<file path="config.mk">
export PLATFORM = sky130hd
export DESIGN_NAME = mod_cell_effect_translate
export DESIGN_NICKNAME = d
export VERILOG_FILES = /design/src/rtl/core/mcet_pkg.sv /design/src/rtl/core/mcet_decode.sv /design/src/rtl/core/mod_cell_effect_translate.sv
export SDC_FILE = /design/constraint.sdc
export NUM_CORES = 1
export LEC_CHECK = 0
export BUFFER_PORTS_ARGS = -buffer_cell sky130_fd_sc_hd__buf_2
export CORE_ASPECT_RATIO = 1.4
export CORE_MARGIN = 2
export CORE_UTILIZATION = 46
export CTS_CLUSTER_SIZE = 28
export DETAILED_ROUTE_END_ITERATION = 16
export PLACE_DENSITY = 0.68
export SLEW_MARGIN = 30
export SYNTH_ARGS = -nofsm -noshare
export SYNTH_HDL_FRONTEND = slang
export SYNTH_SLANG_ARGS = --single-unit
</file>
<file path="constraint.sdc">
create_clock -name clk -period 7.3 [get_ports clk]
set_input_delay 1.095 -clock clk [delete_from_list [all_inputs] [get_ports clk]]
set_output_delay 1.095 -clock clk [all_outputs]
set_load 0.005 [all_outputs]
</file>
<file path="src/rtl/core/mcet_pkg.sv">
`timescale 1ns / 1ps
// ----------------------------------------------------------------------------
// mcet_pkg
// Shared types and constants for the pattern cell translator: the period
// table, the command letter codes, the effect nibble codes and the result
// record that travels from the decoder to the result register.
// ----------------------------------------------------------------------------
package mcet_pkg;

	localparam int unsigned PeriodCount = 72;
	localparam int unsigned NoteBase    = 36;

	localparam logic [11:0] PERIOD_EMPTY_HI = 12'hFFF;
	localparam logic [7:0]  VOLUME_MAX      = 8'd64;
	localparam logic [7:0]  SPEED_LIMIT     = 8'd32;

	// Period table, longest period (lowest note) first.
	localparam logic [11:0] NOTE_PERIODS [PeriodCount] = '{
		12'd1712, 12'd1616, 12'd1524, 12'd1440, 12'd1356, 12'd1280,
		12'd1208, 12'd1140, 12'd1076, 12'd1016, 12'd960,  12'd907,
		12'd856,  12'd808,  12'd762,  12'd720,  12'd678,  12'd640,
		12'd604,  12'd570,  12'd538,  12'd508,  12'd480,  12'd453,
		12'd428,  12'd404,  12'd381,  12'd360,  12'd339,  12'd320,
		12'd302,  12'd285,  12'd269,  12'd254,  12'd240,  12'd226,
		12'd214,  12'd202,  12'd190,  12'd180,  12'd170,  12'd160,
		12'd151,  12'd143,  12'd135,  12'd127,  12'd120,  12'd113,
		12'd107,  12'd101,  12'd95,   12'd90,   12'd85,   12'd80,
		12'd75,   12'd71,   12'd67,   12'd63,   12'd60,   12'd56,
		12'd53,   12'd50,   12'd47,   12'd45,   12'd42,   12'd40,
		12'd37,   12'd35,   12'd33,   12'd31,   12'd30,   12'd28
	};

	// Command letters, A is 0.
	localparam logic [4:0] CMD_A = 5'd0;
	localparam logic [4:0] CMD_B = 5'd1;
	localparam logic [4:0] CMD_C = 5'd2;
	localparam logic [4:0] CMD_D = 5'd3;
	localparam logic [4:0] CMD_E = 5'd4;
	localparam logic [4:0] CMD_F = 5'd5;
	localparam logic [4:0] CMD_G = 5'd6;
	localparam logic [4:0] CMD_H = 5'd7;
	localparam logic [4:0] CMD_J = 5'd9;
	localparam logic [4:0] CMD_K = 5'd10;
	localparam logic [4:0] CMD_L = 5'd11;
	localparam logic [4:0] CMD_O = 5'd14;
	localparam logic [4:0] CMD_Q = 5'd16;
	localparam logic [4:0] CMD_R = 5'd17;
	localparam logic [4:0] CMD_S = 5'd18;
	localparam logic [4:0] CMD_T = 5'd19;
	localparam logic [4:0] CMD_X = 5'd23;

	// Effect nibbles of the cell word.
	localparam logic [3:0] EFF_ARPEGGIO   = 4'h0;
	localparam logic [3:0] EFF_PORTA_UP   = 4'h1;
	localparam logic [3:0] EFF_PORTA_DN   = 4'h2;
	localparam logic [3:0] EFF_TONE_PORTA = 4'h3;
	localparam logic [3:0] EFF_VIBRATO    = 4'h4;
	localparam logic [3:0] EFF_TP_VOLSL   = 4'h5;
	localparam logic [3:0] EFF_VIB_VOLSL  = 4'h6;
	localparam logic [3:0] EFF_TREMOLO    = 4'h7;
	localparam logic [3:0] EFF_PANNING    = 4'h8;
	localparam logic [3:0] EFF_OFFSET     = 4'h9;
	localparam logic [3:0] EFF_VOL_SLIDE  = 4'hA;
	localparam logic [3:0] EFF_JUMP       = 4'hB;
	localparam logic [3:0] EFF_VOLUME     = 4'hC;
	localparam logic [3:0] EFF_BREAK      = 4'hD;
	localparam logic [3:0] EFF_EXTENDED   = 4'hE;
	localparam logic [3:0] EFF_SPEED      = 4'hF;

	// Extended effect sub-codes (high nibble of the parameter).
	localparam logic [3:0] EXT_FILTER     = 4'h0;
	localparam logic [3:0] EXT_FINE_UP    = 4'h1;
	localparam logic [3:0] EXT_FINE_DN    = 4'h2;
	localparam logic [3:0] EXT_GLISS      = 4'h3;
	localparam logic [3:0] EXT_VIB_WAVE   = 4'h4;
	localparam logic [3:0] EXT_FINETUNE   = 4'h5;
	localparam logic [3:0] EXT_LOOP       = 4'h6;
	localparam logic [3:0] EXT_TREM_WAVE  = 4'h7;
	localparam logic [3:0] EXT_PAN        = 4'h8;
	localparam logic [3:0] EXT_RETRIG     = 4'h9;
	localparam logic [3:0] EXT_FVOL_UP    = 4'hA;
	localparam logic [3:0] EXT_FVOL_DN    = 4'hB;
	localparam logic [3:0] EXT_CUT        = 4'hC;
	localparam logic [3:0] EXT_DELAY      = 4'hD;
	localparam logic [3:0] EXT_PAT_DELAY  = 4'hE;
	localparam logic [3:0] EXT_INVERT     = 4'hF;

	localparam logic [7:0] PAR_FINE_HI  = 8'hF0;
	localparam logic [7:0] PAR_VIBWAVE  = 8'h30;
	localparam logic [7:0] PAR_LOOP     = 8'hB0;
	localparam logic [7:0] PAR_TREMWAVE = 8'h40;
	localparam logic [7:0] PAR_PATDELAY = 8'h60;

	typedef struct packed {
		logic       note_valid;
		logic [6:0] note;
		logic       instrument_valid;
		logic [7:0] instrument;
		logic       command_valid;
		logic [4:0] command;
		logic [7:0] parameter_res;
		logic       volume_valid;
		logic [6:0] volume;
	} cell_result_t;

endpackage

</file>
<file path="src/rtl/core/mcet_decode.sv">
`timescale 1ns / 1ps
// ----------------------------------------------------------------------------
// mcet_decode
// Combinational translation of one pattern cell word into note, instrument,
// command, parameter and volume fields.
// ----------------------------------------------------------------------------
module mcet_decode (
	input  logic [31:0]          cell_word,
	output mcet_pkg::cell_result_t result
);
	import mcet_pkg::*;

	localparam int unsigned MidCount = PeriodCount - 1;

	logic [11:0]         period;
	logic [7:0]          sample;
	logic [3:0]          effect;
	logic [7:0]          par_in;
	logic [12:0]         period_x2;
	logic [MidCount-1:0] below_mid;
	logic [6:0]          note_idx;
	logic [7:0]          break_val;
	logic                cv;
	logic [4:0]          cmd;
	logic [7:0]          par;

	assign period    = cell_word[27:16];
	assign sample    = {cell_word[31:28], cell_word[15:12]};
	assign effect    = cell_word[11:8];
	assign par_in    = cell_word[7:0];
	assign period_x2 = {period, 1'b0};

	// Nearest entry: count the midpoints between neighbors that lie at or above
	// the period (a tie goes to the shorter period). The flags form a
	// thermometer, so the index is the position of its edge.
	always_comb begin
		for (int n = 0; n < MidCount; n++) begin
			below_mid[n] = period_x2 <= (13'(NOTE_PERIODS[n]) + 13'(NOTE_PERIODS[n+1]));
		end
	end

	// All flags set means the period is under every midpoint: top index.
	// Otherwise the first cleared flag marks the index; the edge is one-hot.
	always_comb begin
		note_idx = below_mid[MidCount-1] ? 7'(MidCount) : 7'd0;
		for (int n = 1; n < MidCount; n++) begin
			if (!below_mid[n] && below_mid[n-1]) begin
				note_idx = note_idx | 7'(n);
			end
		end
	end

	assign break_val = {1'b0, par_in[7:4], 3'b000} + {3'b000, par_in[7:4], 1'b0}
		+ {4'b0000, par_in[3:0]};

	always_comb begin
		cv  = 1'b1;
		cmd = CMD_A;
		par = par_in;
		result.volume_valid = 1'b0;
		result.volume       = 7'd0;
		unique case (effect)
			EFF_ARPEGGIO: begin
				if (par_in != 8'd0) cmd = CMD_J;
				else cv = 1'b0;
			end
			EFF_PORTA_UP:   cmd = CMD_F;
			EFF_PORTA_DN:   cmd = CMD_E;
			EFF_TONE_PORTA: cmd = CMD_G;
			EFF_VIBRATO:    cmd = CMD_H;
			EFF_TP_VOLSL:   cmd = CMD_L;
			EFF_VIB_VOLSL:  cmd = CMD_K;
			EFF_TREMOLO:    cmd = CMD_R;
			EFF_PANNING:    cmd = CMD_X;
			EFF_OFFSET:     cmd = CMD_O;
			EFF_VOL_SLIDE:  cmd = CMD_D;
			EFF_JUMP:       cmd = CMD_B;
			EFF_VOLUME: begin
				cv = 1'b0;
				result.volume_valid = 1'b1;
				result.volume = (par_in > VOLUME_MAX) ? VOLUME_MAX[6:0] : par_in[6:0];
			end
			EFF_BREAK: begin
				cmd = CMD_C;
				par = break_val;
			end
			EFF_EXTENDED: begin
				cmd = CMD_S;
				unique case (par_in[7:4])
					EXT_FINE_UP: begin
						cmd = CMD_F;
						par = PAR_FINE_HI | {4'h0, par_in[3:0]};
					end
					EXT_FINE_DN: begin
						cmd = CMD_E;
						par = PAR_FINE_HI | {4'h0, par_in[3:0]};
					end
					EXT_VIB_WAVE:  par = PAR_VIBWAVE | {6'd0, par_in[1:0]};
					EXT_LOOP:      par = PAR_LOOP | {4'h0, par_in[3:0]};
					EXT_TREM_WAVE: par = PAR_TREMWAVE | {6'd0, par_in[1:0]};
					EXT_PAN, EXT_CUT, EXT_DELAY: par = par_in;
					EXT_RETRIG: begin
						cmd = CMD_Q;
						par = {4'h0, par_in[3:0]};
					end
					EXT_FVOL_UP: begin
						cmd = CMD_D;
						par = {par_in[3:0], 4'hF};
					end
					EXT_FVOL_DN: begin
						cmd = CMD_D;
						par = PAR_FINE_HI | {4'h0, par_in[3:0]};
					end
					EXT_PAT_DELAY: par = PAR_PATDELAY | {4'h0, par_in[3:0]};
					EXT_FILTER, EXT_GLISS, EXT_FINETUNE, EXT_INVERT: cv = 1'b0;
					default: cv = 1'b0;
				endcase
			end
			EFF_SPEED: cmd = (par_in < SPEED_LIMIT) ? CMD_A : CMD_T;
			default: cmd = CMD_A;
		endcase

		result.command_valid = cv;
		result.command       = cv ? cmd : CMD_A;
		result.parameter_res = cv ? par : 8'd0;

		result.note_valid = (period != 12'd0) && (period != PERIOD_EMPTY_HI);
		result.note       = result.note_valid ? (note_idx + 7'(NoteBase)) : 7'd0;
		result.instrument_valid = sample != 8'd0;
		result.instrument = result.instrument_valid ? (sample - 8'd1) : 8'd0;
	end

endmodule

</file>
<file path="src/rtl/core/mod_cell_effect_translate.sv">
`timescale 1ns / 1ps
// ----------------------------------------------------------------------------
// mod_cell_effect_translate
// Pattern cell translator: one raw four-channel pattern cell word in, one
// set of tracker note fields out.
// ----------------------------------------------------------------------------
// Takes one cell request per clock while the output is not stalled. The
// cell word is captured in an input register, decoded by a single pass of
// combinational logic (71 parallel midpoint compares against the constant
// period table, a thermometer edge encode and the effect rewrite), and
// captured in the result register that drives the outputs. The sustained
// rate is one cell per cycle, set by that single decode pass.
// Each stage moves on when the stage after it is empty or being drained, so
// the input register still fills while a finished result waits on out_stall;
// in_stall rises only when both registers hold a request and the output is
// stalled. Fields whose valid flag is low read as zero.
// ----------------------------------------------------------------------------
module mod_cell_effect_translate (
	input  logic        clk,
	input  logic        arst_n,

	input  logic        in_valid,
	output logic        in_stall,
	input  logic [31:0] cell_word,

	output logic        out_valid,
	input  logic        out_stall,
	output logic        note_valid,
	output logic [6:0]  note,
	output logic        instrument_valid,
	output logic [7:0]  instrument,
	output logic        command_valid,
	output logic [4:0]  command,
	output logic [7:0]  parameter_res,
	output logic        volume_valid,
	output logic [6:0]  volume
);
	import mcet_pkg::*;

	logic         valid_s1;
	logic [31:0]  cell_word_s1;
	logic         valid_s2;
	cell_result_t result_s2;
	cell_result_t decoded;
	logic         adv_s2;
	logic         adv_s1;

	// Advance the result register when it is empty or its request is taken;
	// advance the input register when it is empty or can hand over.
	assign adv_s2   = !valid_s2 || !out_stall;
	assign adv_s1   = !valid_s1 || adv_s2;
	assign in_stall = !adv_s1;

	// Input register: hold the cell word until the decoder result is captured.
	always_ff @(posedge clk or negedge arst_n) begin
		if (!arst_n) begin
			valid_s1 <= 1'b0;
		end else if (adv_s1) begin
			valid_s1 <= in_valid;
		end
	end

	always_ff @(posedge clk) begin
		if (adv_s1 && in_valid) begin
			cell_word_s1 <= cell_word;
		end
	end

	mcet_decode u_decode (
		.cell_word (cell_word_s1),
		.result    (decoded)
	);

	// Result register: hold while stalled, otherwise take the next decode.
	always_ff @(posedge clk or negedge arst_n) begin
		if (!arst_n) begin
			valid_s2 <= 1'b0;
		end else if (adv_s2) begin
			valid_s2 <= valid_s1;
		end
	end

	always_ff @(posedge clk) begin
		if (adv_s2 && valid_s1) begin
			result_s2 <= decoded;
		end
	end

	assign out_valid        = valid_s2;
	assign note_valid       = result_s2.note_valid;
	assign note             = result_s2.note;
	assign instrument_valid = result_s2.instrument_valid;
	assign instrument       = result_s2.instrument;
	assign command_valid    = result_s2.command_valid;
	assign command          = result_s2.command;
	assign parameter_res    = result_s2.parameter_res;
	assign volume_valid     = result_s2.volume_valid;
	assign volume           = result_s2.volume;

	// Back-pressure only reaches the input when both stages are occupied.
	a_stall_full: assert property (@(posedge clk) disable iff (!arst_n)
		in_stall |-> (valid_s1 && valid_s2 && out_stall))
		else $error("input stalled while pipeline has room");

	// An accepted request always lands in the input register.
	a_accept_lands: assert property (@(posedge clk) disable iff (!arst_n)
		(in_valid && !in_stall) |=> valid_s1)
		else $error("accepted request lost");

	// A volume result never carries a command and stays within range.
	a_volume_excl: assert property (@(posedge clk) disable iff (!arst_n)
		(out_valid && volume_valid) |-> (!command_valid && volume <= 7'd64))
		else $error("volume result malformed");

	// Empty command fields read as zero.
	a_empty_zero: assert property (@(posedge clk) disable iff (!arst_n)
		(out_valid && !command_valid) |-> (command == 5'd0 && parameter_res == 8'd0))
		else $error("empty command carries data");

	// A note, when present, lies within the table's range.
	a_note_range: assert property (@(posedge clk) disable iff (!arst_n)
		(out_valid && note_valid) |-> (note >= 7'd36 && note <= 7'd107))
		else $error("note out of range");

endmodule

</file>
==> results.md, run 1 <==
- Summed over all layers, the routed wires come to 23.2 mm.
- The cell taking the most area after synthesis is edfxtp_1.
- After synthesis, the cell types taking the most area are edfxtp_1 (35%), nand2_1 (3.3%), nor2_1 (3.3%).
- The number of placement rows is 49.
- The proportion of power drawn by the clock network is 34.2%.
- For this run, asynchronously set or reset flops after synthesis account for 2.74%.
- The detailed-route vias per instance is 7.08.
- The share of the synthesized area in the top cell type is 35.2%.
- The reg-to-reg endpoint is note[0]$_SDFFCE_PN0P_.
- A synthesized cell averages 8.87 µm².
- For this run, the number of Yosys warnings is 0.
- The die covers 14100 µm².
- The first global-routing pass estimated 35.1 mm of wire.
- The net switching power of the design is 0.388 mW.
- The headroom to the max-slew limit is 38.3%.
- The routability-driven placement congestion ratio is 1.14.
- The run finished with clean final reports.
- The later pin in the worst-skew pair is clocked with a latency of 340 ps.
- The number of antenna diodes is 0.
- After Yosys synthesis, XOR and XNOR cells account for 1.30% of the synthesized area.
- The count of buffers added by post-CTS timing repair for setup is 0.
- Entering global routing, the biggest net connects 55 pins.
- The met3 layer usage reported by global route is 5.07%.
- The static leakage is 2.38 nW.
- Before CTS, the worst setup slack after placement is 3830 ps.
- The placeable core region is 12900 µm².
- The post-DP HPWL is 16.6 mm.
- The summed area of non-filler cells in the final layout is 6690 µm².
- In this run the register-to-register setup slack is 3590 ps.
- The clock passes through at most 2 buffers.
- The total track usage is 33.2%.
- The maximum clock rate is 0.270 GHz.
- Once the clock tree was built, the resizer swapped 0 gates to a different size.
- In this run, CTS created clock tree buffers numbering 9.
- Summing the areas of all compound-gate instances in the mapped netlist gives 22.9% of the synthesized area.
- The post-synth net total is 732.
- The launch instance of the worst min-delay path is valid_s1$_DFFE_PN0N_.
- Across the routed clock network, the largest skew measured is 11.3 ps.
- The final cell count without fillers is 881.
- The net switching fraction of the power is 31.8%.
- Counting instances, the worst hold path has a depth of 1.
- The highest fanout seen on the critical path is 17.
- After detailed routing, the average wire length per cell comes to 26.4 µm.
- The initial core utilization is 47.0%.
- The power density over cell area is 182 nW/µm².
- The net total in the final layout is 772.
- Data on the critical path arrives at its endpoint at 3790 ps.
- Global routing used 58.4% of the available met2 tracks.
- For hold timing, the worst endpoint is out_valid$_DFFE_PN0P_.
- The CTS tree is yes.
- The tree built by TritonCTS fans out to 73 sinks.
- Buffers placed on the I/O ports in this run total 76.
- Of the available clock period, the critical path in the final layout requires 50.8%.
- The share of synthesized area spent on multiplexers is 0.682%.
- By area, the combinational part of the netlist is dominated by simple AND/OR/NAND/NOR gates.
- Setup repair after global routing left no endpoint under its margin.
- The total congestion overflow is 0.
- Once placement finished, the instance area stood at 6410 µm².
- Counting the fill cells in the layout gives 1179.
- The number of cells on the worst reg-to-reg path is 7.
- The synthesized netlist contains 87 unique library cells.
- The number of storage elements in the synthesis netlist is 73.
- The tree is rooted in a clkbuf_16.
- For this run, global-route usage on met1 was measured as 37.5%.
- The worst setup margin is 3590 ps.
- The remaining antenna violation count is 0.
- The leading register cell type out of synthesis is edfxtp_1.
- The class of the tightest hold or removal check is flip-flop to flip-flop.
- The internal power of the cells totals 0.831 mW.
- The element type at the critical path end is a flip-flop.
- The total count of max-transition violations in the final report is 0.
- The detailed router placed 6238 vias in this run.
- The count of final hold-check violations came to 0.
- The cell count after placement is 865.
- The synthesized netlist occupies a cell area of 6060 µm².
- The post-synthesis sequential area ratio is 36.0%.
- The peak supply drop is 0.147 mV.
- The design draws 1.22 mW.
- The DRC violations left is 0.
- The hold buffer count at cts is 0.
- The detailed-router iteration count before antenna repair is 5.
- The H-tree was split into 3 levels.
- The sequential group share of total power is 43.9%.
- The category of the critical setup timing path is flip-flop to flip-flop.
- The setup violation total in the final timing report is 0.
- The worst setup path is launched from a flip-flop.
- In this run, synthesis inferred 71 flip-flops with an integrated enable.
- The number of design-rule violations left by the first detailed-router iteration is 694.
- The clock period could shrink to 3710 ps.
- The number of antenna violations at the first check in global routing was 0.
- The transition time of the tightest slew-check pin is 924 ps.
- The startpoint identified for the worst register-to-register timing path is cell_word_s1[16]$_DFFE_PP_.
- The synthesized-area fraction occupied by adder cells is 2.93%.
- Of the cells placed in the final design, the portion with a size suffix greater than 1 is 19.1%.
- The share of total power dissipated in combinational logic is 22.0%.
- The clock input transition at the sequential cells of the worst setup and hold paths is 70 ps.
- From left edge to right edge, the die measures 101 µm.
- The gate count after technology mapping is 683.
- During I/O placement, the number of pins put on the boundary was 77.
- The synthesized netlist devotes 29.5% of its cell area to simple gates.
- The via count of the first global-routing pass was 5913.
- The number of maximum-capacitance violations is 0.
- The area growth from synthesis to layout is 10.5%.
- met2 is the most crowded layer.
- The total negative slack is 0 ps.
- The die boundary height is 140 µm.
- At the worst endpoint, the required time is 7380 ps.
registers in the layout, indices dropped and copies added (netlist names):
| name | count |
|---|---|
| volume_valid | 1 |
| command_valid | 1 |
| valid_s1 | 1 |
| note | 7 |
| instrument | 8 |
| command | 5 |
| volume | 7 |
| note_valid | 1 |
| cell_word_s1 | 32 |
| instrument_valid | 1 |
| parameter_res | 8 |
| out_valid | 1 |
per-stage QoR:
step / util [%] / hold slack, ps
final: 52.0 / 501
after global routing: 52.0 / 523
after CTS: 52.0 / 513
after detailed placement: 49.8 / 497
after global placement: 49.8 / 465
after floorplan: - / 443
routing by layer:
metal	wire (µm)	part of all wire, %
met1	7740	33
met2	12000	51
met3	2010	8.6
met4	1530	6.6
met5	0	0
cell usage after synthesis (all sizes together), types with 8 or more instances:
cell type / count
a2111oi: 9
a21oi: 33
a221oi: 10
a31oi: 13
and2: 16
and3: 8
buf: 36
clkbuf: 25
edfxtp: 71
ha: 11
inv: 18
nand2: 54
nand2b: 10
nand3: 27
nand4: 17
nor2: 55
nor2b: 12
nor3: 36
nor4: 11
o211ai: 9
o21ai: 42
or2: 8
layout make-up:
type	count	area, µm²	area share [%]
well taps	153	191	2.86
inverters	18	67.6	1.01
clock inverters	7	55.1	0.823
repair buffers	90	485	7.26
multi-input cells	531	3480	52.1
clock buffers	9	225	3.37
flip-flops and latches	73	2180	32.6
layout by cell type (no fill, tap or decap), drive strengths merged, types with 10 or more instances in the layout:
cell type,count
nor2b,12
inv,20
nor3,36
nand4,17
nand2,54
nor2,55
o21ai,42
a221oi,10
buf,90
a31oi,13
a21oi,33
nor4,11
ha,11
edfxtp,71
and2,16
nand3,27
nand2b,10
how the worst max path moves through the flow:
stage | startpoint | endpoint | slack [ps] | cells past startpoint
CTS | cell_word_s1[23]$_DFFE_PP_ | note[4]$_SDFFCE_PN0P_ | 3800 | 10
floorplan | out_stall | command[0]$_SDFFCE_PN0P_ | 2860 | 1
finish | cell_word_s1[16]$_DFFE_PP_ | note[0]$_SDFFCE_PN0P_ | 3590 | 7
global route | cell_word_s1[24]$_DFFE_PP_ | note[4]$_SDFFCE_PN0P_ | 3550 | 9
detailed placement | cell_word_s1[23]$_DFFE_PP_ | note[4]$_SDFFCE_PN0P_ | 3830 | 10
global placement | cell_word_s1[16]$_DFFE_PP_ | note[0]$_SDFFCE_PN0P_ | 3570 | 7
worst max-delay path, cell delays in order (launching register included):
cell,delay [ps]
edfxtp_1,710
nor2_2,620
nor3_1,100
o21ai_0,470
o21ai_0,290
a2111oi_0,690
nor4bb_1,450
a31oi_1,130
kinds of logic after synthesis:
family                     Yosys count
buffers and inverters               79
adders and majority gates           13
xor gates and xnor gates             9
muxes                                4
AOI/OAI and AO/OA                  193
and+or+nand+nor                    312
DFF                                 73
power by group through the flow:
stage / combinational [mW] / sequential (mW) / clock (mW)
floorplan: 0.181 / 0.530 / 0
global placement: 0.261 / 0.541 / 0
detailed placement: 0.258 / 0.542 / 0
CTS: 0.260 / 0.534 / 0.421
global route: 0.287 / 0.539 / 0.437
finish: 0.268 / 0.535 / 0.417
No activity file was read; power rests on OpenSTA's default activity.
==> run 2: changes to the inputs <==
- clock period: 7.3 -> 3.7 ns (I/O delays scaled with it)
==> run 2 against run 1 <==
Net effect:
- sequential share of layout area decreased by 2.2 points
- via count increased by 4.6%
- die area unchanged
- global-route usage increased by 0.99 points
- worst setup slack got worse by 3400 ps
- sequential power increased by 96%
- hold slack got worse by 110 ps
- register-to-register slack got worse by 3400 ps
- maximum frequency increased by 5.3%
- largest cell class unchanged
- clock power increased by 100%
- combinational power increased by 120%
- sequential cell count unchanged
==> results.md, run 2 (same netlist as run 1, synthesis figures left out) <==
- The run finished with clean final reports.
- The category of the critical setup timing path is flip-flop to flip-flop.
- The count of buffers added by post-CTS timing repair for setup came to 0 (unchanged).
- The static leakage came to 2.67 nW (+12%).
- The first-pass GRT wire length is 36.2 mm (+3.0%).
- The total negative slack is 0 ps (unchanged).
- The routed wirelength normalized by instance count is 25.3 µm (-4.1%).
- The largest individual stage delay along the critical path comes from the cell edfxtp_1.
- The peak supply drop is 0.322 mV (+120%).
- The number of antenna violations at the first check in global routing is 0 (unchanged).
- The CTS sink count is 73 (unchanged).
- The total count of max-transition violations in the final report is 0 (unchanged).
- The number of maximum-capacitance violations came to 0 (unchanged).
- The ratio of cells with drive above 1 in the final layout is 25.4% (+6.3 points).
- The kind of start point of the critical path is a flip-flop.
- The most frequent standard cell in the layout excluding fill and tap cells is buf_2.
- The power density over cell area is 346 nW/µm² (+90%).
- The routability-driven placement congestion ratio was 1.11 (-2.5%).
- The total congestion overflow was 0 (unchanged).
- The required time at the endpoint of the critical path is 3770 ps (-3610 ps).
- The worst setup path is captured at a flip-flop.
- Relative to the synthesized area, the layout overhead comes to 18.6%.
- Traced cell by cell, the critical path runs through buf_4 > or3_1 > o21bai_4 > a31oi_2 > o211ai_1 > a2111oi_0 > nand3_1 > ha_1 > nor3_1 > nor3b_1.
- The highest fanout seen on the critical path is 14 (-3).
- The master cell of the clock root buffer is clkbuf_16.
- The total track usage is 34.2% (+0.99 points).
- The die footprint is 14100 µm² (unchanged).
- The number of placement rows was 49 (unchanged).
- The die boundary height was 140 µm (unchanged).
- The CTS tree is yes.
- The via count of the first global-routing pass came to 6241 (+5.5%).
- The net total in the final layout is 832 (+7.8%).
- The die outline width is 101 µm (unchanged).
- The post-DP HPWL came to 17.8 mm (+7.2%).
- The final clock skew came to 9.54 ps (-1.80 ps).
- The number of fillers in the final layout is 1155 (-2.0%).
- The maximum clock rate is 0.284 GHz (+5.3%).
- The remaining antenna violation count was 0 (unchanged).
- The buffer levels on the longest clock path came to 2 (unchanged).
- The fraction of the cycle the final worst path needs was 95.2% (+44 points).
- The flip-flop count of the largest register, all copies and words added is 32 (unchanged).
- The wire length reported by the detailed router came to 23.8 mm (+2.5%).
- The number of primary I/O pins is 77 (unchanged).
- The multi-input logic area is 3490 µm² (+0.25%).
- The maximum level of the CTS H-tree was 3 (unchanged).
- In the layout the commonest cells are buf_2 (76), edfxtp_1 (71), buf_4 (71).
- The post-layout minimum cycle time is 3520 ps (-187 ps).
- The transition time of the tightest slew-check pin is 856 ps (-67.7 ps).
- The clock input transition at the sequential cells of the worst setup and hold paths came to 70 ps (about the same).
- The detailed-route vias per instance is 6.93 (-2.2%).
- The number of vias in the routed layout is 6525 (+4.6%).
- The headroom to the max-slew limit is 42.8% (+4.5 points).
- The final core utilization was 55.8% (+3.8 points).
- The insertion delay to the later sink of the worst-skew pair was 340 ps (about the same).
- cell_word_s1 holds more flip-flops than any other register.
- The total area of sequential cells came to 2180 µm² (unchanged).
- The number of buffers inserted during clock tree synthesis is 9 (unchanged).
- The DRC violations left was 0 (unchanged).
- The placeable core region is 12900 µm² (unchanged).
- The class of the tightest hold or removal check is primary input to flip-flop.
- The count of final hold-check violations came to 0 (unchanged).
- The largest net degree at the start of global routing is 55 (unchanged).
- The number of buffer and inverter stages on the critical path is 1 (+1).
- The initial core utilization was 47.0% (unchanged).
- The arrival time of data at the critical path endpoint is 3590 ps (-200 ps).
- Setup repair after global routing left no endpoint under its margin.
- The setup violation total in the final timing report is 0 (unchanged).
- The number of design-rule violations left by the first detailed-router iteration is 843 (+21%).
- The largest incremental delay on the critical path is 560 ps (-150 ps).
- The number of buffers inserted by port buffering is 76 (unchanged).
- The critical path's top delay family is compound AO/OA/AOI/OAI gates.
- The detailed-router iteration count before antenna repair is 6 (+1).
-- run 2: path summary, 6_finish.rpt --
check                                           startpoint                         end  slack, ps  depth (start not counted)
worst min-delay path                         cell_word[13]  cell_word_s1[13]$_DFFE_PP_        390                          1
worst min register to register        valid_s1$_DFFE_PN0N_       out_valid$_DFFE_PN0P_        520                          1
worst max-delay path            cell_word_s1[22]$_DFFE_PP_       note[4]$_SDFFCE_PN0P_        180                         10
max in group asynchronous                           arst_n       out_valid$_DFFE_PN0P_       3070                          2
min in group asynchronous                           arst_n        valid_s1$_DFFE_PN0N_        540                          2
worst max register to register  cell_word_s1[22]$_DFFE_PP_       note[4]$_SDFFCE_PN0P_        180                         10
-- run 2: area by class of cell --
class | count | area share [%]
timing repair buffer | 150 | 13.4
antenna | 1 | 0.0348
inverter | 18 | 0.940
clock buffer | 9 | 3.13
multi-input combinational | 531 | 48.6
tap | 153 | 2.66
clock inverter | 7 | 0.836
sequential | 73 | 30.4
-- run 2: through the flow --
step / total power [mW] / hold slack (ps) / instance area [µm²] / setup WS (ps) / cells
floorplan: 1.40 / 259 / 6060 / 897 / 683
global placement: 1.64 / 340 / 6880 / 239 / 924
detailed placement: 1.64 / 343 / 6880 / 322 / 924
CTS: 2.48 / 381 / 7170 / 289 / 941
global route: 2.58 / 377 / 7180 / 118 / 941
finish: 2.48 / 391 / 7190 / 179 / 942
-- run 2: per-layer routing --
layer / GRT usage (%) / wire, µm / up-vias
li1: - / - / 2850
met1: 38.6 / 8030 / 3051
met2: 59.3 / 11900 / 500
met3: 5.27 / 2020 / 124
met4: 21.0 / 1870 / 0
met5: 0 / 0 / -
-- run 2: report_power, final --
part	leakage (nW)	switching, mW	total, mW	internal (mW)
Combinational	1.84	0.359	0.595	0.236
Clock	0.131	0.372	0.838	0.466
Sequential	0.697	0.0622	1.05	0.990
Total	2.67	0.793	2.48	1.69
-- run 2: timing repair --
action                     CTS  global route
hold endpoints to repair     2             0
resized for setup            0             1
hold buffers                 1             0
setup endpoints to repair    0             1
